`src/rtl/core/wpg_pkg.sv`:
```
// Package of shared constants, codes and types for the wear plausibility gate.
`default_nettype none

package wpg_pkg;

  localparam int unsigned MAX_EPOCHS = 4096;
  localparam int unsigned CNT_W      = $clog2(MAX_EPOCHS + 1);
  localparam int unsigned ACT_W      = 16;
  localparam int unsigned PCT_W      = 7;
  localparam int unsigned HR_W       = 16;
  localparam int unsigned SHARE_W    = 7;
  localparam int unsigned VERD_W     = 2;
  localparam int unsigned CFG_IDX_W  = 3;
  localparam int unsigned CFG_DATA_W = 16;
  localparam int unsigned SHARE_SCALE = 100;
  // A scaled count reaches MAX_EPOCHS times one hundred.
  localparam int unsigned DIVD_W     = $clog2(MAX_EPOCHS * SHARE_SCALE + 1);
  localparam int unsigned STEP_W     = $clog2(SHARE_W);

  localparam logic [CFG_IDX_W-1:0] CFG_MIN_EPOCHS    = 3'd0;
  localparam logic [CFG_IDX_W-1:0] CFG_MOVEMENT      = 3'd1;
  localparam logic [CFG_IDX_W-1:0] CFG_MIN_HR_TRUST  = 3'd2;
  localparam logic [CFG_IDX_W-1:0] CFG_MIN_WORN      = 3'd3;
  localparam logic [CFG_IDX_W-1:0] CFG_MIN_PLAUSIBLE = 3'd4;
  localparam logic [CFG_IDX_W-1:0] CFG_HR_SAMPLED    = 3'd5;
  localparam logic [CFG_IDX_W-1:0] CFG_ABSENT_CODE   = 3'd6;

  localparam logic [VERD_W-1:0] VERDICT_WORN      = 2'd0;
  localparam logic [VERD_W-1:0] VERDICT_NOT_WORN  = 2'd1;
  localparam logic [VERD_W-1:0] VERDICT_UNCERTAIN = 2'd2;

  localparam logic [CNT_W-1:0]        RST_MIN_EPOCHS    = 13'd60;
  localparam logic [ACT_W-1:0]        RST_MOVEMENT      = 16'd2;
  localparam logic signed [HR_W-1:0]  RST_MIN_HR_TRUST  = 16'sd500;
  localparam logic [PCT_W-1:0]        RST_MIN_WORN      = 7'd50;
  localparam logic [PCT_W-1:0]        RST_MIN_PLAUSIBLE = 7'd20;
  localparam logic                    RST_HR_SAMPLED    = 1'b1;
  localparam logic signed [HR_W-1:0]  RST_ABSENT_CODE   = 16'sd32767;

  typedef struct packed {
    logic [CNT_W-1:0]       min_epochs;
    logic [ACT_W-1:0]       movement_floor;
    logic signed [HR_W-1:0] min_hr_trust;
    logic [PCT_W-1:0]       min_worn_pct;
    logic [PCT_W-1:0]       min_plausible_pct;
    logic                   hr_sampled;
    logic signed [HR_W-1:0] absent_code;
  } cfg_t;

  typedef struct packed {
    logic [VERD_W-1:0]  verdict;
    logic [CNT_W-1:0]   epoch_total;
    logic [CNT_W-1:0]   worn_total;
    logic [CNT_W-1:0]   moving_total;
    logic [CNT_W-1:0]   pulse_total;
    logic [CNT_W-1:0]   plausible_total;
    logic [SHARE_W-1:0] worn_share;
    logic [SHARE_W-1:0] plausible_share;
    logic               pulse_evidence;
    logic               worn_echo;
  } result_t;

  typedef struct packed {
    logic capture;
    logic update;
    logic div_start;
    logic load_out;
  } ctrl_cmd_t;

  typedef struct packed {
    logic last;
    logic div_done;
  } ctrl_sts_t;

endpackage

`default_nettype wire

```
`src/rtl/core/wpg_if.sv`:
```
// Interfaces of the epoch input channel and the result output channel.
`default_nettype none

interface wpg_epoch_if;
  logic                               valid;
  logic                               ready;
  logic [wpg_pkg::ACT_W-1:0]          activity_count;
  logic [wpg_pkg::PCT_W-1:0]          worn_percent;
  logic signed [wpg_pkg::HR_W-1:0]    hr_mean_tenths;
  logic signed [wpg_pkg::HR_W-1:0]    hr_trust_tenths;
  logic                               worn_reported;
  logic                               last_epoch;

  modport source (
    output valid, activity_count, worn_percent, hr_mean_tenths, hr_trust_tenths,
           worn_reported, last_epoch,
    input  ready
  );
  modport sink (
    input  valid, activity_count, worn_percent, hr_mean_tenths, hr_trust_tenths,
           worn_reported, last_epoch,
    output ready
  );
endinterface

interface wpg_result_if;
  logic                         valid;
  logic                         ready;
  logic [wpg_pkg::VERD_W-1:0]   verdict;
  logic [wpg_pkg::CNT_W-1:0]    epoch_total;
  logic [wpg_pkg::CNT_W-1:0]    worn_total;
  logic [wpg_pkg::CNT_W-1:0]    moving_total;
  logic [wpg_pkg::CNT_W-1:0]    pulse_total;
  logic [wpg_pkg::CNT_W-1:0]    plausible_total;
  logic [wpg_pkg::SHARE_W-1:0]  worn_share;
  logic [wpg_pkg::SHARE_W-1:0]  plausible_share;
  logic                         pulse_evidence;
  logic                         worn_echo;

  modport source (
    output valid, verdict, epoch_total, worn_total, moving_total, pulse_total,
           plausible_total, worn_share, plausible_share, pulse_evidence, worn_echo,
    input  ready
  );
  modport sink (
    input  valid, verdict, epoch_total, worn_total, moving_total, pulse_total,
           plausible_total, worn_share, plausible_share, pulse_evidence, worn_echo,
    output ready
  );
endinterface

`default_nettype wire

```
`src/rtl/core/wpg_cfg.sv`:
```
// Configuration register file of the wear plausibility gate.
`default_nettype none

module wpg_cfg (
  input  wire logic                               clk_i,
  input  wire logic                               rst_ni,
  input  wire logic                               cfg_we_i,
  input  wire logic [wpg_pkg::CFG_IDX_W-1:0]      cfg_idx_i,
  input  wire logic [wpg_pkg::CFG_DATA_W-1:0]     cfg_wdata_i,
  output wpg_pkg::cfg_t                           cfg_o
);

  wpg_pkg::cfg_t cfg_q, cfg_d;

  always_comb begin
    cfg_d = cfg_q;
    if (cfg_we_i) begin
      case (cfg_idx_i)
        wpg_pkg::CFG_MIN_EPOCHS:    cfg_d.min_epochs = cfg_wdata_i[wpg_pkg::CNT_W-1:0];
        wpg_pkg::CFG_MOVEMENT:      cfg_d.movement_floor = cfg_wdata_i[wpg_pkg::ACT_W-1:0];
        wpg_pkg::CFG_MIN_HR_TRUST:  cfg_d.min_hr_trust = cfg_wdata_i[wpg_pkg::HR_W-1:0];
        wpg_pkg::CFG_MIN_WORN:      cfg_d.min_worn_pct = cfg_wdata_i[wpg_pkg::PCT_W-1:0];
        wpg_pkg::CFG_MIN_PLAUSIBLE: cfg_d.min_plausible_pct = cfg_wdata_i[wpg_pkg::PCT_W-1:0];
        wpg_pkg::CFG_HR_SAMPLED:    cfg_d.hr_sampled = cfg_wdata_i[0];
        wpg_pkg::CFG_ABSENT_CODE:   cfg_d.absent_code = cfg_wdata_i[wpg_pkg::HR_W-1:0];
        default: ;
      endcase
    end
  end

  always_ff @(posedge clk_i or negedge rst_ni) begin
    if (!rst_ni) begin
      cfg_q.min_epochs        <= wpg_pkg::RST_MIN_EPOCHS;
      cfg_q.movement_floor    <= wpg_pkg::RST_MOVEMENT;
      cfg_q.min_hr_trust      <= wpg_pkg::RST_MIN_HR_TRUST;
      cfg_q.min_worn_pct      <= wpg_pkg::RST_MIN_WORN;
      cfg_q.min_plausible_pct <= wpg_pkg::RST_MIN_PLAUSIBLE;
      cfg_q.hr_sampled        <= wpg_pkg::RST_HR_SAMPLED;
      cfg_q.absent_code       <= wpg_pkg::RST_ABSENT_CODE;
    end else begin
      cfg_q <= cfg_d;
    end
  end

  assign cfg_o = cfg_q;

endmodule

`default_nettype wire

```
`src/rtl/core/wpg_div.sv`:
```
// Restoring divider that yields one quotient bit per cycle for a share.
`default_nettype none

module wpg_div (
  input  wire logic                            clk_i,
  input  wire logic                            rst_ni,
  input  wire logic                            start_i,
  input  wire logic [wpg_pkg::DIVD_W-1:0]      dividend_i,
  input  wire logic [wpg_pkg::CNT_W-1:0]       divisor_i,
  output logic                                 done_o,
  output logic [wpg_pkg::SHARE_W-1:0]          quot_o
);

  logic                          busy_q, busy_d;
  logic                          done_q, done_d;
  logic [wpg_pkg::STEP_W-1:0]    step_q, step_d;
  logic [wpg_pkg::DIVD_W-1:0]    rem_q, rem_d;
  logic [wpg_pkg::CNT_W-1:0]     dvs_q, dvs_d;
  logic [wpg_pkg::SHARE_W-1:0]   quot_q, quot_d;
  logic [wpg_pkg::DIVD_W-1:0]    trial;

  // The quotient of a share is known to stay below two to the SHARE_W.
  assign trial = wpg_pkg::DIVD_W'(dvs_q) << step_q;

  always_comb begin
    busy_d = busy_q;
    done_d = done_q;
    step_d = step_q;
    rem_d  = rem_q;
    dvs_d  = dvs_q;
    quot_d = quot_q;
    if (start_i) begin
      busy_d = 1'b1;
      done_d = 1'b0;
      step_d = wpg_pkg::STEP_W'(wpg_pkg::SHARE_W - 1);
      rem_d  = dividend_i;
      dvs_d  = divisor_i;
      quot_d = '0;
    end else if (busy_q) begin
      if (rem_q >= trial) begin
        rem_d          = rem_q - trial;
        quot_d[step_q] = 1'b1;
      end
      if (step_q == '0) begin
        busy_d = 1'b0;
        done_d = 1'b1;
      end else begin
        step_d = step_q - 1'b1;
      end
    end
  end

  always_ff @(posedge clk_i or negedge rst_ni) begin
    if (!rst_ni) begin
      busy_q <= 1'b0;
      done_q <= 1'b0;
      step_q <= '0;
    end else begin
      busy_q <= busy_d;
      done_q <= done_d;
      step_q <= step_d;
    end
  end

  always_ff @(posedge clk_i) begin
    rem_q  <= rem_d;
    dvs_q  <= dvs_d;
    quot_q <= quot_d;
  end

  assign done_o = done_q;
  assign quot_o = quot_q;

endmodule

`default_nettype wire

```
`src/rtl/core/wpg_dp.sv`:
```
// Datapath: epoch register, class counters, share dividers and result register.
`default_nettype none

module wpg_dp (
  input  wire logic                            clk_i,
  input  wire logic                            rst_ni,
  input  wire wpg_pkg::cfg_t                   cfg_i,
  input  wire wpg_pkg::ctrl_cmd_t              cmd_i,
  output wpg_pkg::ctrl_sts_t                   sts_o,
  input  wire logic [wpg_pkg::ACT_W-1:0]       activity_count_i,
  input  wire logic [wpg_pkg::PCT_W-1:0]       worn_percent_i,
  input  wire logic signed [wpg_pkg::HR_W-1:0] hr_mean_tenths_i,
  input  wire logic signed [wpg_pkg::HR_W-1:0] hr_trust_tenths_i,
  input  wire logic                            worn_reported_i,
  input  wire logic                            last_epoch_i,
  output wpg_pkg::result_t                     result_o
);

  localparam logic [wpg_pkg::CNT_W-1:0] CntMax = wpg_pkg::CNT_W'(wpg_pkg::MAX_EPOCHS);

  logic [wpg_pkg::ACT_W-1:0]        act_q;
  logic [wpg_pkg::PCT_W-1:0]        wpct_q;
  logic signed [wpg_pkg::HR_W-1:0]  hr_q;
  logic signed [wpg_pkg::HR_W-1:0]  trust_q;
  logic                             echo_q;
  logic                             last_q;

  logic [wpg_pkg::CNT_W-1:0] epoch_cnt_q, epoch_cnt_d;
  logic [wpg_pkg::CNT_W-1:0] worn_cnt_q, worn_cnt_d;
  logic [wpg_pkg::CNT_W-1:0] moving_cnt_q, moving_cnt_d;
  logic [wpg_pkg::CNT_W-1:0] pulse_cnt_q, pulse_cnt_d;
  logic [wpg_pkg::CNT_W-1:0] plaus_cnt_q, plaus_cnt_d;

  wpg_pkg::result_t res_q, res_d;

  logic is_worn, is_moving, is_pulse, is_plaus;
  logic too_few;
  logic worn_done, plaus_done;
  logic [wpg_pkg::SHARE_W-1:0] worn_quot, plaus_quot;
  logic [wpg_pkg::DIVD_W-1:0]  worn_scaled, plaus_scaled;

  always_ff @(posedge clk_i) begin
    if (cmd_i.capture) begin
      act_q   <= activity_count_i;
      wpct_q  <= worn_percent_i;
      hr_q    <= hr_mean_tenths_i;
      trust_q <= hr_trust_tenths_i;
      echo_q  <= worn_reported_i;
      last_q  <= last_epoch_i;
    end
  end

  assign is_worn   = wpct_q >= cfg_i.min_worn_pct;
  assign is_moving = act_q > cfg_i.movement_floor;
  assign is_pulse  = (hr_q != cfg_i.absent_code) && (hr_q > 16'sd0) &&
                     (trust_q != cfg_i.absent_code) && (trust_q >= cfg_i.min_hr_trust);
  assign is_plaus  = is_moving || (cfg_i.hr_sampled && is_pulse);

  function automatic logic [wpg_pkg::CNT_W-1:0] bump(input logic [wpg_pkg::CNT_W-1:0] c,
                                                      input logic hit);
    logic [wpg_pkg::CNT_W-1:0] r;
    r = c;
    if (hit && (c < CntMax)) begin
      r = c + 1'b1;
    end
    return r;
  endfunction

  always_comb begin
    epoch_cnt_d  = epoch_cnt_q;
    worn_cnt_d   = worn_cnt_q;
    moving_cnt_d = moving_cnt_q;
    pulse_cnt_d  = pulse_cnt_q;
    plaus_cnt_d  = plaus_cnt_q;
    if (cmd_i.load_out) begin
      epoch_cnt_d  = '0;
      worn_cnt_d   = '0;
      moving_cnt_d = '0;
      pulse_cnt_d  = '0;
      plaus_cnt_d  = '0;
    end else if (cmd_i.update) begin
      epoch_cnt_d  = bump(epoch_cnt_q, 1'b1);
      worn_cnt_d   = bump(worn_cnt_q, is_worn);
      moving_cnt_d = bump(moving_cnt_q, is_moving);
      pulse_cnt_d  = bump(pulse_cnt_q, is_pulse);
      plaus_cnt_d  = bump(plaus_cnt_q, is_plaus);
    end
  end

  always_ff @(posedge clk_i or negedge rst_ni) begin
    if (!rst_ni) begin
      epoch_cnt_q  <= '0;
      worn_cnt_q   <= '0;
      moving_cnt_q <= '0;
      pulse_cnt_q  <= '0;
      plaus_cnt_q  <= '0;
    end else begin
      epoch_cnt_q  <= epoch_cnt_d;
      worn_cnt_q   <= worn_cnt_d;
      moving_cnt_q <= moving_cnt_d;
      pulse_cnt_q  <= pulse_cnt_d;
      plaus_cnt_q  <= plaus_cnt_d;
    end
  end

  assign worn_scaled  = wpg_pkg::DIVD_W'(worn_cnt_q) *
                        wpg_pkg::DIVD_W'(wpg_pkg::SHARE_SCALE);
  assign plaus_scaled = wpg_pkg::DIVD_W'(plaus_cnt_q) *
                        wpg_pkg::DIVD_W'(wpg_pkg::SHARE_SCALE);

  wpg_div u_worn_div (
    .clk_i      (clk_i),
    .rst_ni     (rst_ni),
    .start_i    (cmd_i.div_start),
    .dividend_i (worn_scaled),
    .divisor_i  (epoch_cnt_q),
    .done_o     (worn_done),
    .quot_o     (worn_quot)
  );

  wpg_div u_plaus_div (
    .clk_i      (clk_i),
    .rst_ni     (rst_ni),
    .start_i    (cmd_i.div_start),
    .dividend_i (plaus_scaled),
    .divisor_i  (epoch_cnt_q),
    .done_o     (plaus_done),
    .quot_o     (plaus_quot)
  );

  assign too_few = (epoch_cnt_q < cfg_i.min_epochs) || (epoch_cnt_q == '0);

  always_comb begin
    res_d = res_q;
    if (cmd_i.load_out) begin
      res_d.epoch_total    = epoch_cnt_q;
      res_d.pulse_evidence = cfg_i.hr_sampled;
      res_d.worn_echo      = echo_q;
      if (too_few) begin
        res_d.verdict         = wpg_pkg::VERDICT_UNCERTAIN;
        res_d.worn_total      = '0;
        res_d.moving_total    = '0;
        res_d.pulse_total     = '0;
        res_d.plausible_total = '0;
        res_d.worn_share      = '0;
        res_d.plausible_share = '0;
      end else begin
        res_d.worn_total      = worn_cnt_q;
        res_d.moving_total    = moving_cnt_q;
        res_d.pulse_total     = pulse_cnt_q;
        res_d.plausible_total = plaus_cnt_q;
        res_d.worn_share      = worn_quot;
        res_d.plausible_share = plaus_quot;
        if (plaus_quot < cfg_i.min_plausible_pct) begin
          res_d.verdict = wpg_pkg::VERDICT_NOT_WORN;
        end else if (!cfg_i.hr_sampled) begin
          res_d.verdict = wpg_pkg::VERDICT_UNCERTAIN;
        end else begin
          res_d.verdict = wpg_pkg::VERDICT_WORN;
        end
      end
    end
  end

  always_ff @(posedge clk_i) begin
    res_q <= res_d;
  end

  assign sts_o.last     = last_q;
  assign sts_o.div_done = worn_done && plaus_done;
  assign result_o       = res_q;

  // Neither the worn nor the plausible counter may run ahead of the epoch counter.
  assert property (@(posedge clk_i) disable iff (!rst_ni)
    (worn_cnt_q <= epoch_cnt_q) && (plaus_cnt_q <= epoch_cnt_q))
    else $error("class counter above epoch counter");

  // Both share dividers run in lockstep.
  assert property (@(posedge clk_i) disable iff (!rst_ni) worn_done == plaus_done)
    else $error("share dividers out of step");

endmodule

`default_nettype wire

```
`src/rtl/core/wpg_ctrl.sv`:
```
// Controller state machine that sequences capture, update, division and result load.
`default_nettype none

module wpg_ctrl (
  input  wire logic          clk_i,
  input  wire logic          rst_ni,
  input  wire logic          in_valid_i,
  output logic               in_ready_o,
  output logic               out_valid_o,
  input  wire logic          out_ready_i,
  input  wire wpg_pkg::ctrl_sts_t sts_i,
  output wpg_pkg::ctrl_cmd_t cmd_o
);

  localparam logic [1:0] S_IDLE   = 2'd0;
  localparam logic [1:0] S_UPDATE = 2'd1;
  localparam logic [1:0] S_START  = 2'd2;
  localparam logic [1:0] S_DIV    = 2'd3;

  logic [1:0] state_q, state_d;
  logic       out_valid_q, out_valid_d;
  logic       out_free;

  assign out_free = !out_valid_q || out_ready_i;

  always_comb begin
    state_d = state_q;
    cmd_o   = '0;
    case (state_q)
      S_IDLE: begin
        if (in_valid_i) begin
          cmd_o.capture = 1'b1;
          state_d       = S_UPDATE;
        end
      end
      S_UPDATE: begin
        cmd_o.update = 1'b1;
        state_d      = sts_i.last ? S_START : S_IDLE;
      end
      S_START: begin
        cmd_o.div_start = 1'b1;
        state_d         = S_DIV;
      end
      S_DIV: begin
        if (sts_i.div_done && out_free) begin
          cmd_o.load_out = 1'b1;
          state_d        = S_IDLE;
        end
      end
      default: state_d = S_IDLE;
    endcase
  end

  always_comb begin
    out_valid_d = out_valid_q;
    if (cmd_o.load_out) begin
      out_valid_d = 1'b1;
    end else if (out_ready_i) begin
      out_valid_d = 1'b0;
    end
  end

  always_ff @(posedge clk_i or negedge rst_ni) begin
    if (!rst_ni) begin
      state_q     <= S_IDLE;
      out_valid_q <= 1'b0;
    end else begin
      state_q     <= state_d;
      out_valid_q <= out_valid_d;
    end
  end

  assign in_ready_o  = (state_q == S_IDLE);
  assign out_valid_o = out_valid_q;

  // An accepted word is always folded into the counters on the next cycle.
  assert property (@(posedge clk_i) disable iff (!rst_ni)
    (in_valid_i && in_ready_o) |=> (state_q == S_UPDATE))
    else $error("accepted word not followed by counter update");

  // A new result never overwrites one that is still waiting.
  assert property (@(posedge clk_i) disable iff (!rst_ni)
    cmd_o.load_out |-> (!out_valid_q || out_ready_i))
    else $error("result register overwritten while pending");

  // The dividers are started only once the last epoch has been counted.
  assert property (@(posedge clk_i) disable iff (!rst_ni)
    cmd_o.div_start |-> $past(cmd_o.update) && sts_i.last)
    else $error("division started without a counted last epoch");

endmodule

`default_nettype wire

```
`src/rtl/core/wear_plausibility_gate.sv`:
```
// Top level of the wear plausibility gate: config registers, controller and datapath.
//
// Channel   Direction  Handshake       Word
// epoch_i   in         valid/ready     one sleep epoch
// result_o  out        valid/ready     one night summary, on the last epoch only
// cfg       in         cfg_we_i        register index and write data
//
// An epoch that is not the last passes through capture, then counter update.
// The last epoch then goes on to divider start and division, in which the two
// share dividers run in parallel and retire one quotient bit per cycle.
// The result sits in an output register; epochs are taken while it waits, and
// only the next night's result waits for it to be taken.
// Reset clears the counters and the controller, and sets the config registers to their defaults.
`default_nettype none

module wear_plausibility_gate (
  input  wire logic                            clk_i,
  input  wire logic                            rst_ni,
  wpg_epoch_if.sink                            epoch_i,
  wpg_result_if.source                         result_o,
  input  wire logic                            cfg_we_i,
  input  wire logic [wpg_pkg::CFG_IDX_W-1:0]   cfg_idx_i,
  input  wire logic [wpg_pkg::CFG_DATA_W-1:0]  cfg_wdata_i
);

  wpg_pkg::cfg_t      cfg;
  wpg_pkg::ctrl_cmd_t cmd;
  wpg_pkg::ctrl_sts_t sts;
  wpg_pkg::result_t   res;

  wpg_cfg u_cfg (
    .clk_i       (clk_i),
    .rst_ni      (rst_ni),
    .cfg_we_i    (cfg_we_i),
    .cfg_idx_i   (cfg_idx_i),
    .cfg_wdata_i (cfg_wdata_i),
    .cfg_o       (cfg)
  );

  wpg_ctrl u_ctrl (
    .clk_i       (clk_i),
    .rst_ni      (rst_ni),
    .in_valid_i  (epoch_i.valid),
    .in_ready_o  (epoch_i.ready),
    .out_valid_o (result_o.valid),
    .out_ready_i (result_o.ready),
    .sts_i       (sts),
    .cmd_o       (cmd)
  );

  wpg_dp u_dp (
    .clk_i             (clk_i),
    .rst_ni            (rst_ni),
    .cfg_i             (cfg),
    .cmd_i             (cmd),
    .sts_o             (sts),
    .activity_count_i  (epoch_i.activity_count),
    .worn_percent_i    (epoch_i.worn_percent),
    .hr_mean_tenths_i  (epoch_i.hr_mean_tenths),
    .hr_trust_tenths_i (epoch_i.hr_trust_tenths),
    .worn_reported_i   (epoch_i.worn_reported),
    .last_epoch_i      (epoch_i.last_epoch),
    .result_o          (res)
  );

  assign result_o.verdict         = res.verdict;
  assign result_o.epoch_total     = res.epoch_total;
  assign result_o.worn_total      = res.worn_total;
  assign result_o.moving_total    = res.moving_total;
  assign result_o.pulse_total     = res.pulse_total;
  assign result_o.plausible_total = res.plausible_total;
  assign result_o.worn_share      = res.worn_share;
  assign result_o.plausible_share = res.plausible_share;
  assign result_o.pulse_evidence  = res.pulse_evidence;
  assign result_o.worn_echo       = res.worn_echo;

endmodule

`default_nettype wire

```
`src/flat_wrapper.sv`:
```
// flat-port wrapper written by rule: the top's interface ports become plain ports
module wear_plausibility_gate_flat 
  (clk_i, rst_ni, cfg_we_i, cfg_idx_i, cfg_wdata_i, epoch_i_valid, epoch_i_activity_count, epoch_i_worn_percent, epoch_i_hr_mean_tenths, epoch_i_hr_trust_tenths, epoch_i_worn_reported, epoch_i_last_epoch, epoch_i_ready, result_o_valid, result_o_verdict, result_o_epoch_total, result_o_worn_total, result_o_moving_total, result_o_pulse_total, result_o_plausible_total, result_o_worn_share, result_o_plausible_share, result_o_pulse_evidence, result_o_worn_echo, result_o_ready);
  wpg_epoch_if epoch_i_i ();
  wpg_result_if result_o_i ();
  input  wire logic clk_i;
  input  wire logic rst_ni;
  input  wire logic cfg_we_i;
  input  wire logic [wpg_pkg::CFG_IDX_W-1:0] cfg_idx_i;
  input  wire logic [wpg_pkg::CFG_DATA_W-1:0] cfg_wdata_i;
  input wire logic [$bits(epoch_i_i.valid)-1:0] epoch_i_valid;
  input wire logic [$bits(epoch_i_i.activity_count)-1:0] epoch_i_activity_count;
  input wire logic [$bits(epoch_i_i.worn_percent)-1:0] epoch_i_worn_percent;
  input wire logic [$bits(epoch_i_i.hr_mean_tenths)-1:0] epoch_i_hr_mean_tenths;
  input wire logic [$bits(epoch_i_i.hr_trust_tenths)-1:0] epoch_i_hr_trust_tenths;
  input wire logic [$bits(epoch_i_i.worn_reported)-1:0] epoch_i_worn_reported;
  input wire logic [$bits(epoch_i_i.last_epoch)-1:0] epoch_i_last_epoch;
  output wire logic [$bits(epoch_i_i.ready)-1:0] epoch_i_ready;
  output wire logic [$bits(result_o_i.valid)-1:0] result_o_valid;
  output wire logic [$bits(result_o_i.verdict)-1:0] result_o_verdict;
  output wire logic [$bits(result_o_i.epoch_total)-1:0] result_o_epoch_total;
  output wire logic [$bits(result_o_i.worn_total)-1:0] result_o_worn_total;
  output wire logic [$bits(result_o_i.moving_total)-1:0] result_o_moving_total;
  output wire logic [$bits(result_o_i.pulse_total)-1:0] result_o_pulse_total;
  output wire logic [$bits(result_o_i.plausible_total)-1:0] result_o_plausible_total;
  output wire logic [$bits(result_o_i.worn_share)-1:0] result_o_worn_share;
  output wire logic [$bits(result_o_i.plausible_share)-1:0] result_o_plausible_share;
  output wire logic [$bits(result_o_i.pulse_evidence)-1:0] result_o_pulse_evidence;
  output wire logic [$bits(result_o_i.worn_echo)-1:0] result_o_worn_echo;
  input wire logic [$bits(result_o_i.ready)-1:0] result_o_ready;
  assign epoch_i_i.valid = epoch_i_valid;
  assign epoch_i_i.activity_count = epoch_i_activity_count;
  assign epoch_i_i.worn_percent = epoch_i_worn_percent;
  assign epoch_i_i.hr_mean_tenths = epoch_i_hr_mean_tenths;
  assign epoch_i_i.hr_trust_tenths = epoch_i_hr_trust_tenths;
  assign epoch_i_i.worn_reported = epoch_i_worn_reported;
  assign epoch_i_i.last_epoch = epoch_i_last_epoch;
  assign epoch_i_ready = epoch_i_i.ready;
  assign result_o_valid = result_o_i.valid;
  assign result_o_verdict = result_o_i.verdict;
  assign result_o_epoch_total = result_o_i.epoch_total;
  assign result_o_worn_total = result_o_i.worn_total;
  assign result_o_moving_total = result_o_i.moving_total;
  assign result_o_pulse_total = result_o_i.pulse_total;
  assign result_o_plausible_total = result_o_i.plausible_total;
  assign result_o_worn_share = result_o_i.worn_share;
  assign result_o_plausible_share = result_o_i.plausible_share;
  assign result_o_pulse_evidence = result_o_i.pulse_evidence;
  assign result_o_worn_echo = result_o_i.worn_echo;
  assign result_o_i.ready = result_o_ready;
  wear_plausibility_gate u_core (.clk_i(clk_i), .rst_ni(rst_ni), .epoch_i(epoch_i_i), .result_o(result_o_i), .cfg_we_i(cfg_we_i), .cfg_idx_i(cfg_idx_i), .cfg_wdata_i(cfg_wdata_i));
endmodule
```
`config.mk`:
```
export PLATFORM = sky130hd
export DESIGN_NAME = wear_plausibility_gate_flat
export DESIGN_NICKNAME = d
export VERILOG_FILES = /design/src/rtl/core/wpg_pkg.sv /design/src/rtl/core/wpg_if.sv /design/src/rtl/core/wpg_cfg.sv /design/src/rtl/core/wpg_div.sv /design/src/rtl/core/wpg_dp.sv /design/src/rtl/core/wpg_ctrl.sv /design/src/rtl/core/wear_plausibility_gate.sv /design/src/flat_wrapper.sv
export SDC_FILE = /design/constraint.sdc
export NUM_CORES = 1
export LEC_CHECK = 0
export ABC_CLOCK_PERIOD_IN_PS = 11200
export BUFFER_PORTS_ARGS = -buffer_cell sky130_fd_sc_hd__buf_4
export CAP_MARGIN = 5
export CORE_ASPECT_RATIO = 0.9
export CORE_UTILIZATION = 60
export CTS_BUF_LIST = sky130_fd_sc_hd__clkbuf_16
export CTS_CLUSTER_SIZE = 28
export DETAILED_ROUTE_END_ITERATION = 7
export PLACE_DENSITY = 0.87
export SYNTH_ARGS = -nofsm -noshare
export SYNTH_HDL_FRONTEND = slang
export SYNTH_SLANG_ARGS = --single-unit
export TNS_END_PERCENT = 30
```
`constraint.sdc`:
```
create_clock -name clk_i -period 11.2 [get_ports clk_i]
set_clock_uncertainty 0.05 [all_clocks]
set_input_delay 0.56 -clock clk_i [delete_from_list [all_inputs] [get_ports clk_i]]
set_output_delay 0.56 -clock clk_i [all_outputs]
set_load 0.1 [all_outputs]
```
==> results of run 1 <==
==> kinds of logic after synthesis <==
kind of cell,after synthesis,synth area share
xor gates and xnor gates,119,0.0517
adders and majority gates,205,0.134
buffers and inverters,214,0.0400
and+or+nand+nor,524,0.128
DFF,359,0.490
muxes,80,0.0516
AOI/OAI and AO/OA,339,0.105
==> path summary, 6_finish.rpt <==
path	start	to	depth (start not counted)
min in group clk_i	epoch_i_activity_count[1]	u_core.u_dp.act_q[1]	1
max	u_core.u_dp.u_plaus_div.step_q[0]	u_core.u_dp.u_plaus_div.rem_q[14]	16
max in group asynchronous	rst_ni	u_core.u_cfg.cfg_o[61]	2
max reg2reg	u_core.u_dp.u_plaus_div.step_q[0]	u_core.u_dp.u_plaus_div.rem_q[14]	16
min	rst_ni	u_core.u_cfg.cfg_o[56]	1
min reg2reg	u_core.u_dp.echo_q	u_core.u_dp.result_o[0]	0
==> report_power, final <==
part	switching (uW)	leakage (uW)	internal (uW)
Sequential	266	0.00380	1780
Clock	529	0.000602	639
Combinational	1830	0.00593	1140
Total	2630	0.0103	3560
==> routing by layer <==
metal | part of all wire | global-route usage
met5 | 0.00027 | 0
met1 | 0.43 | 0.374
met2 | 0.47 | 0.454
met4 | 0.032 | 0.0965
met3 | 0.068 | 0.0495
==> through the flow <==
step / instances / hold slack (ns) / setup slack [ns] / utilization
floorplan: 1840 / 0.214 / 6.74 / -
global placement: 2386 / 0.384 / 6.85 / 0.661
detailed placement: 2386 / 0.398 / 6.74 / 0.661
CTS: 2456 / 0.0957 / 6.70 / 0.696
global route: 2457 / 0.126 / 6.19 / 0.697
finish: 2457 / 0.0671 / 6.61 / 0.697
==> worst max-delay path, delay by kind of cell, from the launching register on <==
family	cells	cell delay (ns)
flip-flops	1	0.84
adder cells (fa/ha/maj)	1	0.36
AND/OR/NAND/NOR	6	1.14
AO/OA/AOI/OAI	7	1.37
buffers and inverters	2	0.54
==> state kept, by name, summed over array words and instances (netlist names), 3 cells and up, named ones only <==
name                            cells
u_core.u_dp.u_plaus_div.step_q      3
u_core.u_dp.u_worn_div.rem_q       19
u_core.u_dp.worn_cnt_q             13
u_core.u_dp.moving_cnt_q           13
u_core.u_dp.trust_q                16
u_core.u_dp.wpct_q                  7
u_core.u_dp.epoch_cnt_q            13
u_core.u_dp.result_o               83
u_core.u_dp.hr_q                   16
u_core.u_dp.pulse_cnt_q            13
u_core.u_dp.u_plaus_div.quot_o      7
u_core.u_dp.u_worn_div.step_q       3
u_core.u_cfg.cfg_o                 76
u_core.u_dp.u_plaus_div.dvs_q      13
u_core.u_dp.plaus_cnt_q            13
u_core.u_dp.act_q                  16
u_core.u_dp.u_plaus_div.rem_q      19
u_core.u_dp.u_worn_div.quot_o       7
==> area by class of cell <==
type / instances / share of cell area
flip-flops and latches: 359 / 0.429
multi-input cells: 1267 / 0.413
repair buffers: 179 / 0.0587
clock buffers: 39 / 0.0424
inverters: 160 / 0.0262
well taps: 422 / 0.0229
clock inverters: 31 / 0.00778
==> cells in the final DEF (no fill, tap or decap), types with 48 or more instances in the layout <==
cell,n
o21ai_0,105
edfxtp_1,187
buf_4,177
and2_1,74
a21oi_1,77
xnor2_1,48
ha_1,187
xor2_1,71
nor2_1,112
nand2_1,143
inv_1,166
dfrtp_1,122
==> results.py, run 1 <==
metrics = {
    "sta": {
        "finalHoldViolations": 0,
        "layout_worst_path_cycle_share": 0.410,
        "timing_max_transition_violations_final": 0,
        "max-slew-margin-rel": 0.340,
        "rsz0062_at_grt": "false",
        "fin_setup_tns_ns": 0,
        "timing.final.crit_period_ns": 4.59,
        "setup_viol": 0,
        "fmax_mhz": 218,
        "tightestPinTransition_ns": 0.990,
    },
    "synthesis": {
        "syn_avg_cell_area_sq_um": 10.9,
        "synth_enable_flop_cells": 187,
        "netlist.top_cell.by_area": "edfxtp_1",
        "ys_ff_latch": 359,
        "postSynth.asyncResetShare": 0.429,
        "netlist_area_sq_um": 20100,
        "synth_top_cell_area_share": 0.279,
        "synthTopCellsByCount": "edfxtp_1, ha_1, inv_1",
        "synth.yosys.warnings": 0,
        "netlist_instances": 1840,
        "mappedNetlistNets": 2126,
        "synth_top_flop_cell": "edfxtp_1",
        "synth_cell_types": 70,
        "synth_sequential_area_ratio": 0.490,
        "ys_top_cells_by_area": "edfxtp_1, dfrtp_1, ha_1, dfstp_2, xor2_1",
    },
    "critical_path": {
        "worst_ep_required_time_ns": 11.42,
        "worst_ep_arrival_time_ns": 4.81,
        "path_class": "reg2reg",
        "critPathMaxStageDelay_ns": 0.84,
        "critical-path-slowest-cell": "dfrtp_1",
        "cp-end-kind": "register",
        "worst-r2r-setup-slack_ns": 6.61,
        "worst_setup_path_start_kind": "register",
        "critical_path_peak_fanout": 18,
        "timing.critical_path.cells": "inv_1, nor2_1, nand2_1, o21ai_0, nand2_1, ha_1, a21oi_1, a21oi_1, a211o_1, a211oi_1, a21oi_1, nor3_1, nor2_1, buf_4, nand2_1, o22ai_1",
    },
    "cells_and_area": {
        "ff_latch_area_sq_um": 9870,
        "layout.cell_area.non_filler_sq_um": 23000,
        "multi_input_comb_area_sq_um": 9500,
        "antenna-diode-count": 0,
        "fillers": 2239,
        "drive_gt1_frac": 0.161,
        "finish.net_count": 2291,
        "syn_to_final_growth_pct": 14.2,
    },
    "placement": {
        "placedInstanceArea_sq_um": 21800,
        "gp_routability_congestion": 0.946,
        "dp.final_hpwl_mm": 34.4,
        "place.port_buffers": 165,
    },
    "clock_tree": {
        "clkSinkCount": 359,
        "cts-root-buf": "clkbuf_16",
        "cts-root-to-sink-buffers": 3,
        "cts_setup_buffers": 0,
        "tritoncts": "built",
        "insertion_delay_ns": 0.55,
        "numCtsBuffers": 38,
        "clock_tree.htree_level_count": 2,
        "cts_resized": 0,
        "cts-hold-fix-buffers": 0,
        "path_clk_slew_ns": 0.06,
    },
    "floorplanning": {
        "rows": 63,
        "floorplan.die.width_um": 195,
        "initial_core_utilization": 0.610,
        "design.portCount": 166,
        "die_height_um": 176,
        "fp.dieArea_sq_um": 34300,
        "coreArea_sq_um": 33000,
    },
    "power": {
        "pwr_density_cell_nw_per_um2": 269,
        "worst_ir_drop_vdd_v": 0.000158,
        "total_leakage_power_uw": 0.0103,
        "tot_pwr_uw": 6190,
    },
    "routing": {
        "via_per_instance_ratio": 6.00,
        "first_pass_iters": 5,
        "wire_per_inst_um": 19.3,
        "drt_iter0_markers": 1007,
        "drcViolationCount": 0,
        "num_vias": 14700,
        "postRouteAntennaNets": 0,
        "detail_route.wirelength_mm": 47.3,
    },
    "global_route": {
        "grt_antenna_before_repair": 1,
        "largest_net_degree_at_the_start_of_global_routing": 95,
        "grt_pass1_wl_mm": 75.4,
        "first_global_vias": 14700,
        "groute.usage.overall": 0.277,
        "globalRoute.totalOverflow": 0,
    },
    "worst_hold_path": {
        "worstHoldPathType": "in2async",
    },
    "flow_run": {
        "cap_violations": 0,
    },
    "status": {
        "run_status": "finished, final reports clean",
    },
}
Power figures use the tool's default switching activity.
==> run 2, diff against run 1 <==
ABC_AREA = 1   (was unset)
ABC_CLOCK_PERIOD_IN_PS = 4000   (was 11200)
CORE_UTILIZATION = 55   (was 60)
PLACE_DENSITY = 0.84   (was 0.87)
clock period = 4 ns   (was 11.2 ns; I/O delays follow)
==> results.py, run 2 <==
metrics = {
    "status": {
        "run_status": "finished, final reports clean",
    },
    "critical_path": {
        "critPathMaxStageDelay_ns": 0.61,
        "reg2reg_launch_point": "u_core.u_dp.u_worn_div.step_q[0]",
        "cp-end-kind": "register",
        "r2r_cells": 15,
        "timing.critical_path.cells": "o21ai_0, nand2_1, o21ai_0, or2_2, ha_1, nand2_2, o21ai_2, nor2_1, o21ai_2, nand2_1, nand2_1, nand2_1, nand2_2, nand3_4, o21ai_0",
        "worst_path_buf_inv": 0,
        "worst_setup_path_start_kind": "register",
        "cp-startpoint": "u_core.u_dp.u_worn_div.step_q[0]",
        "crit_end": "u_core.u_dp.u_worn_div.rem_q[12]",
        "worst_ep_required_time_ns": 4.34,
        "worst_ep_arrival_time_ns": 3.84,
        "path_class": "reg2reg",
        "cp_common_cell": "nand2_1",
        "worstReg2RegEnd": "u_core.u_dp.u_worn_div.rem_q[12]",
        "worst-r2r-setup-slack_ns": 0.50,
        "timing.critical_path.depth": 15,
        "cp_top_family": "simple AND/OR/NAND/NOR gates",
        "critical-path-slowest-cell": "dfrtp_2",
        "critical_path_peak_fanout": 28,
    },
    "cells_and_area": {
        "finish.net_count": 2935,
        "final-instance-count-excl-fill": 3164,
        "largest_register_ff_count": 83,
        "mostFrequentLayoutCell": "nand2_1",
        "fillers": 2877,
        "drive_gt1_frac": 0.123,
        "syn_to_final_growth_pct": 17.4,
        "mostFrequentLayoutCells": "nand2_1, inv_1, o21ai_0",
        "layout.cell_area.non_filler_sq_um": 25000,
        "multi_input_comb_area_sq_um": 9880,
        "ff_latch_area_sq_um": 9870,
    },
    "clock_tree": {
        "path_clk_slew_ns": 0.06,
        "clkSinkCount": 359,
        "cts-root-buf": "clkbuf_16",
        "cts-root-to-sink-buffers": 3,
        "clock_tree.htree_level_count": 2,
        "insertion_delay_ns": 0.57,
        "tritoncts": "built",
        "numCtsBuffers": 39,
        "cts_setup_buffers": 0,
    },
    "placement": {
        "gp_routability_congestion": 0.949,
        "total_instance_count_after_detailed_placement": 3020,
        "placement_setup_slack_ns": 0.317,
        "dp.final_hpwl_mm": 38.0,
        "placedInstanceArea_sq_um": 23100,
        "place.port_buffers": 165,
    },
    "power": {
        "pwr_density_cell_nw_per_um2": 338,
        "total_leakage_power_uw": 0.0114,
        "worst_ir_drop_vdd_v": 0.000295,
    },
    "synthesis": {
        "synth.yosys.warnings": 0,
        "synth_cell_types": 55,
        "post_synth_fa_ha_maj_area_fraction": 0.127,
        "synth_top_cell_area_share": 0.264,
        "synth_top_flop_cell": "edfxtp_1",
        "synth_compound_gate_area_share": 0.110,
        "postSynth.asyncResetShare": 0.429,
        "syn_avg_cell_area_sq_um": 8.82,
        "netlist_instances": 2415,
        "synth_enable_flop_cells": 187,
        "netlist_area_sq_um": 21300,
        "netlist.top_cell.by_area": "edfxtp_1",
        "synthTopCellsByCount": "nand2_1, inv_1, o21ai_0",
        "synth_sequential_area_ratio": 0.464,
        "main_combinational_cell_family_by_area_after_synthesis": "simple AND/OR/NAND/NOR gates",
        "yosysMostFrequentCell": "nand2_1",
        "ys_top_cells_by_area": "edfxtp_1, dfrtp_1, ha_1, nand2_1, inv_1",
        "yosys.area_share.simple": 0.185,
        "synthXorXnorAreaFrac": 0.0403,
        "mappedNetlistNets": 2701,
        "ys_ff_latch": 359,
        "muxShareOfSynthArea": 0.000940,
    },
    "sta": {
        "timing_max_transition_violations_final": 0,
        "max-slew-margin-rel": 0.362,
        "fin_setup_tns_ns": 0,
        "layout_worst_path_cycle_share": 0.876,
        "final_critical_path_setup_slack_ns": 0.496,
        "fmax_mhz": 285,
        "tightestPinTransition_ns": 0.955,
        "timing.final.crit_period_ns": 3.50,
        "finalHoldViolations": 0,
        "final.hold.worst_slack_ns": 0.0308,
        "rsz0062_at_grt": "false",
        "setup_viol": 0,
    },
    "global_route": {
        "groute.usage.overall": 0.276,
        "grt_pass1_wl_mm": 87.4,
        "largest_net_degree_at_the_start_of_global_routing": 78,
        "grt_antenna_before_repair": 1,
        "first_global_vias": 17300,
        "globalRoute.totalOverflow": 0,
    },
    "routing": {
        "num_vias": 17600,
        "first_pass_iters": 6,
        "detail_route.wirelength_mm": 54.1,
        "wire_per_inst_um": 17.1,
        "drcViolationCount": 0,
        "postRouteAntennaNets": 0,
        "drt_iter0_markers": 1470,
        "via_per_instance_ratio": 5.55,
    },
    "floorplanning": {
        "floorplan.die.width_um": 209,
        "die_height_um": 189,
        "initial_core_utilization": 0.564,
        "fp.dieArea_sq_um": 39500,
        "design.portCount": 166,
        "coreArea_sq_um": 37700,
        "rows": 67,
    },
    "worst_hold_path": {
        "worstHoldPathType": "in2reg",
        "worstHoldPathCells": 3,
    },
    "flow_run": {
        "cap_violations": 0,
    },
}
run 2: repair_timing:
action,4_1_cts,5_1_grt
resized for setup,0,1
hold buffers,71,0
endpoints found under the setup margin,0,20
endpoints found under the hold margin,157,0
run 2: logic make-up after synthesis:
| family | count (synthesis) |
|---|---|
| AOI/OAI and AO/OA | 428 |
| xor gates and xnor gates | 98 |
| adders and majority gates | 205 |
| buffers and inverters | 403 |
| DFF | 359 |
| muxes | 2 |
| and+or+nand+nor | 920 |
run 2: worst min-delay path by stage:
stage | endpoint | slack (ns) | startpoint
floorplan | asynchronous set/reset pin | -0.15 | rst_ni
global placement | u_core.u_dp.plaus_cnt_q[11] | 0.24 | rst_ni
detailed placement | u_core.u_dp.plaus_cnt_q[10] | 0.24 | rst_ni
CTS | u_core.u_cfg.cfg_o[10] | 0.002 | cfg_wdata_i[10]
global route | u_core.u_cfg.cfg_o[54] | 0.03 | cfg_wdata_i[7]
finish | u_core.u_cfg.cfg_o[10] | 0.03 | cfg_wdata_i[10]
run 2: metrics by stage:
step,power [uW],util
6_report,8450,0.663
5_1_grt,8760,0.663
4_1_cts,8460,0.663
3_5_place_dp,4970,0.611
3_3_place_gp,4910,0.611
2_1_floorplan,4690,-
run 2: tightest hold or removal path, stage by stage:
cell	delay (ns)
buf_4	0.07
inv_1	0.12
o21ai_0	0.19
run 2: final cells by class:
cell class / count / area share
well taps: 483 / 0.0242
multi-input cells: 1653 / 0.395
inverters: 338 / 0.0509
flip-flops and latches: 359 / 0.395
diodes: 1 / 0.000100
clock buffers: 41 / 0.0410
repair buffers: 258 / 0.0857
clock inverters: 31 / 0.00806
run 2: power breakdown:
part / switching (uW) / internal [uW] / leakage (uW)
Sequential: 110 / 4080 / 0.00370
Clock: 1530 / 1930 / 0.000641
Combinational: 462 / 335 / 0.00707
run 2: metal layers:
metal  GRT usage  part of all wire
met5           0                 0
met4      0.0888             0.026
met3      0.0422             0.062
met2       0.470              0.49
met1       0.362              0.43
==> run 3, diff against run 2 <==
CELL_PAD_IN_SITES_DETAIL_PLACEMENT = 0   (was unset)
CELL_PAD_IN_SITES_GLOBAL_PLACEMENT = 1   (was unset)
CORE_UTILIZATION = 42   (was 55)
REMOVE_ABC_BUFFERS = 1   (was unset)
==> results.py, run 3 (synthesis gave the netlist of run 2 again) <==
metrics = {
    "cells_and_area": {
        "largest_register_ff_count": 83,
        "mostFrequentLayoutCells": "nand2_1, inv_1, o21ai_0",
        "syn_to_final_growth_pct": 19.8,
        "post-route-util": 0.514,
        "drive_gt1_frac": 0.128,
        "finish.net_count": 2936,
        "antenna-diode-count": 0,
        "mostFrequentLayoutCell": "nand2_1",
        "final-instance-count-excl-fill": 3355,
    },
    "placement": {
        "dp.final_hpwl_mm": 40.4,
        "total_instance_count_after_detailed_placement": 3205,
        "placement_setup_slack_ns": 0.370,
        "gp_routability_congestion": 0.918,
        "place.port_buffers": 165,
    },
    "critical_path": {
        "critical-path-slowest-cell": "dfrtp_1",
        "cp_top_family": "compound AO/OA/AOI/OAI gates",
        "worst-r2r-setup-slack_ns": 0.43,
        "cp-end-kind": "register",
        "worst_ep_required_time_ns": 4.24,
        "critical_path_peak_fanout": 26,
        "critPathMaxStageDelay_ns": 0.69,
        "cp_common_cell": "o21ai_0",
        "worst_ep_arrival_time_ns": 3.80,
        "worst_path_buf_inv": 4,
        "worst_setup_path_start_kind": "register",
        "path_class": "reg2reg",
        "timing.critical_path.cells": "clkinv_1, buf_4, o21ai_0, o21ai_0, ha_1, inv_1, o21ai_0, a21oi_1, nand2_1, nand2_1, nand4_1, nand3_2, buf_4, o21ai_0",
    },
    "global_route": {
        "grt_antenna_before_repair": 0,
        "first_global_vias": 16400,
        "globalRoute.totalOverflow": 0,
        "largest_net_degree_at_the_start_of_global_routing": 95,
        "groute.usage.overall": 0.214,
        "grt_pass1_wl_mm": 87.3,
    },
    "status": {
        "run_status": "finished, final reports clean",
    },
    "sta": {
        "timing.final.crit_period_ns": 3.57,
        "timing_max_transition_violations_final": 0,
        "max-slew-margin-rel": 0.373,
        "rsz0062_at_grt": "false",
        "setup_viol": 0,
        "final_critical_path_setup_slack_ns": 0.435,
        "layout_worst_path_cycle_share": 0.891,
        "tightestPinTransition_ns": 0.941,
        "finalHoldViolations": 0,
        "final.hold.worst_slack_ns": 0.0476,
        "fmax_mhz": 280,
    },
    "clock_tree": {
        "numCtsBuffers": 42,
        "clkSinkCount": 359,
        "clock_tree.htree_level_count": 2,
        "cts-root-buf": "clkbuf_16",
        "cts-root-to-sink-buffers": 3,
        "insertion_delay_ns": 0.58,
        "tritoncts": "built",
        "path_clk_slew_ns": 0.06,
        "cts_setup_buffers": 0,
    },
    "routing": {
        "postRouteAntennaNets": 0,
        "drcViolationCount": 0,
        "wire_per_inst_um": 16.2,
        "detail_route.wirelength_mm": 54.3,
        "via_per_instance_ratio": 5.05,
        "num_vias": 16900,
        "first_pass_iters": 5,
        "drt_iter0_markers": 1122,
    },
    "floorplanning": {
        "floorplan.die.width_um": 239,
        "design.portCount": 166,
        "rows": 77,
        "die_height_um": 216,
        "coreArea_sq_um": 49600,
        "initial_core_utilization": 0.429,
        "fp.dieArea_sq_um": 51600,
    },
    "power": {
        "worst_ir_drop_vdd_v": 0.000410,
        "total_leakage_power_uw": 0.0115,
        "pwr_density_cell_nw_per_um2": 356,
    },
    "worst_hold_path": {
        "worstHoldPathType": "in2reg",
    },
    "flow_run": {
        "cap_violations": 0,
    },
}
==> run 3: changes by cell type in the layout (fill, tap and decap cells not counted), sizes merged <==
| cell | change |
|---|---|
| diode | -1 |
| bufinv | +7 |
| clkbuf | +2 |
| inv | -3 |
| buf | -3 |
| dlygate4sd3 | +1 |
==> run 3: final cells by class <==
class / count / area [sq um]
clock inverters: 35 / 432
well taps: 671 / 840
multi-input cells: 1653 / 9870
flip-flops and latches: 359 / 9870
inverters: 338 / 1270
clock buffers: 43 / 1080
repair buffers: 256 / 2140
fillers: 4524 / 24100
==> run 3: metrics by stage <==
step	area, sq um	setup TNS (ns)	power [uW]
5_1_grt	25500	0	9470
6_report	25500	0	9090
3_5_place_dp	23300	0	4960
3_3_place_gp	23300	0	4930
2_1_floorplan	21000	-209.21	4680
4_1_cts	25500	0	9180
==> run 3: worst register-to-register path, delay by kind of cell (launching register included) <==
family,cells,cell delay (ns)
AOI/OAI and AO/OA,5,1.04
adders and majority gates,1,0.35
buffers and inverters,4,0.74
DFF,1,0.69
and+or+nand+nor,4,0.41
==> run 3: repair_timing <==
item,in CTS,in global routing
resized for setup,0,2
setup endpoints to repair,0,53
hold buffers,72,0
endpoints found under the hold margin,164,0
==> run 3: power by group <==
group / switching, uW / leakage (uW) / internal (uW) / total [uW]
combinational: 433 / 0.00706 / 329 / 762
clock: 1640 / 0.000764 / 2510 / 4140
sequential: 102 / 0.00370 / 4080 / 4180
==> run 3: final timing paths <==
path | startpoint | to | cells past startpoint
max | u_core.u_dp.u_plaus_div.step_q[1] | u_core.u_dp.u_plaus_div.rem_q[17] | 14
min | cfg_wdata_i[6] | u_core.u_cfg.cfg_o[23] | 3
max reg2reg | u_core.u_dp.u_plaus_div.step_q[1] | u_core.u_dp.u_plaus_div.rem_q[17] | 14
min reg2reg | u_core.u_dp.echo_q | u_core.u_dp.result_o[0] | 0
max in group asynchronous | rst_ni | u_core.u_cfg.cfg_o[68] | 3
min in group asynchronous | rst_ni | u_core.u_dp.pulse_cnt_q[8] | 2
==> run 3: per-layer routing <==
layer  up-vias  wire, um  track usage
met3        73      2690       0.0316
li1       8529         -            -
met4         0      1150       0.0585
met5         -         0            0
met1      7948     26300        0.308
met2       397     24200        0.334
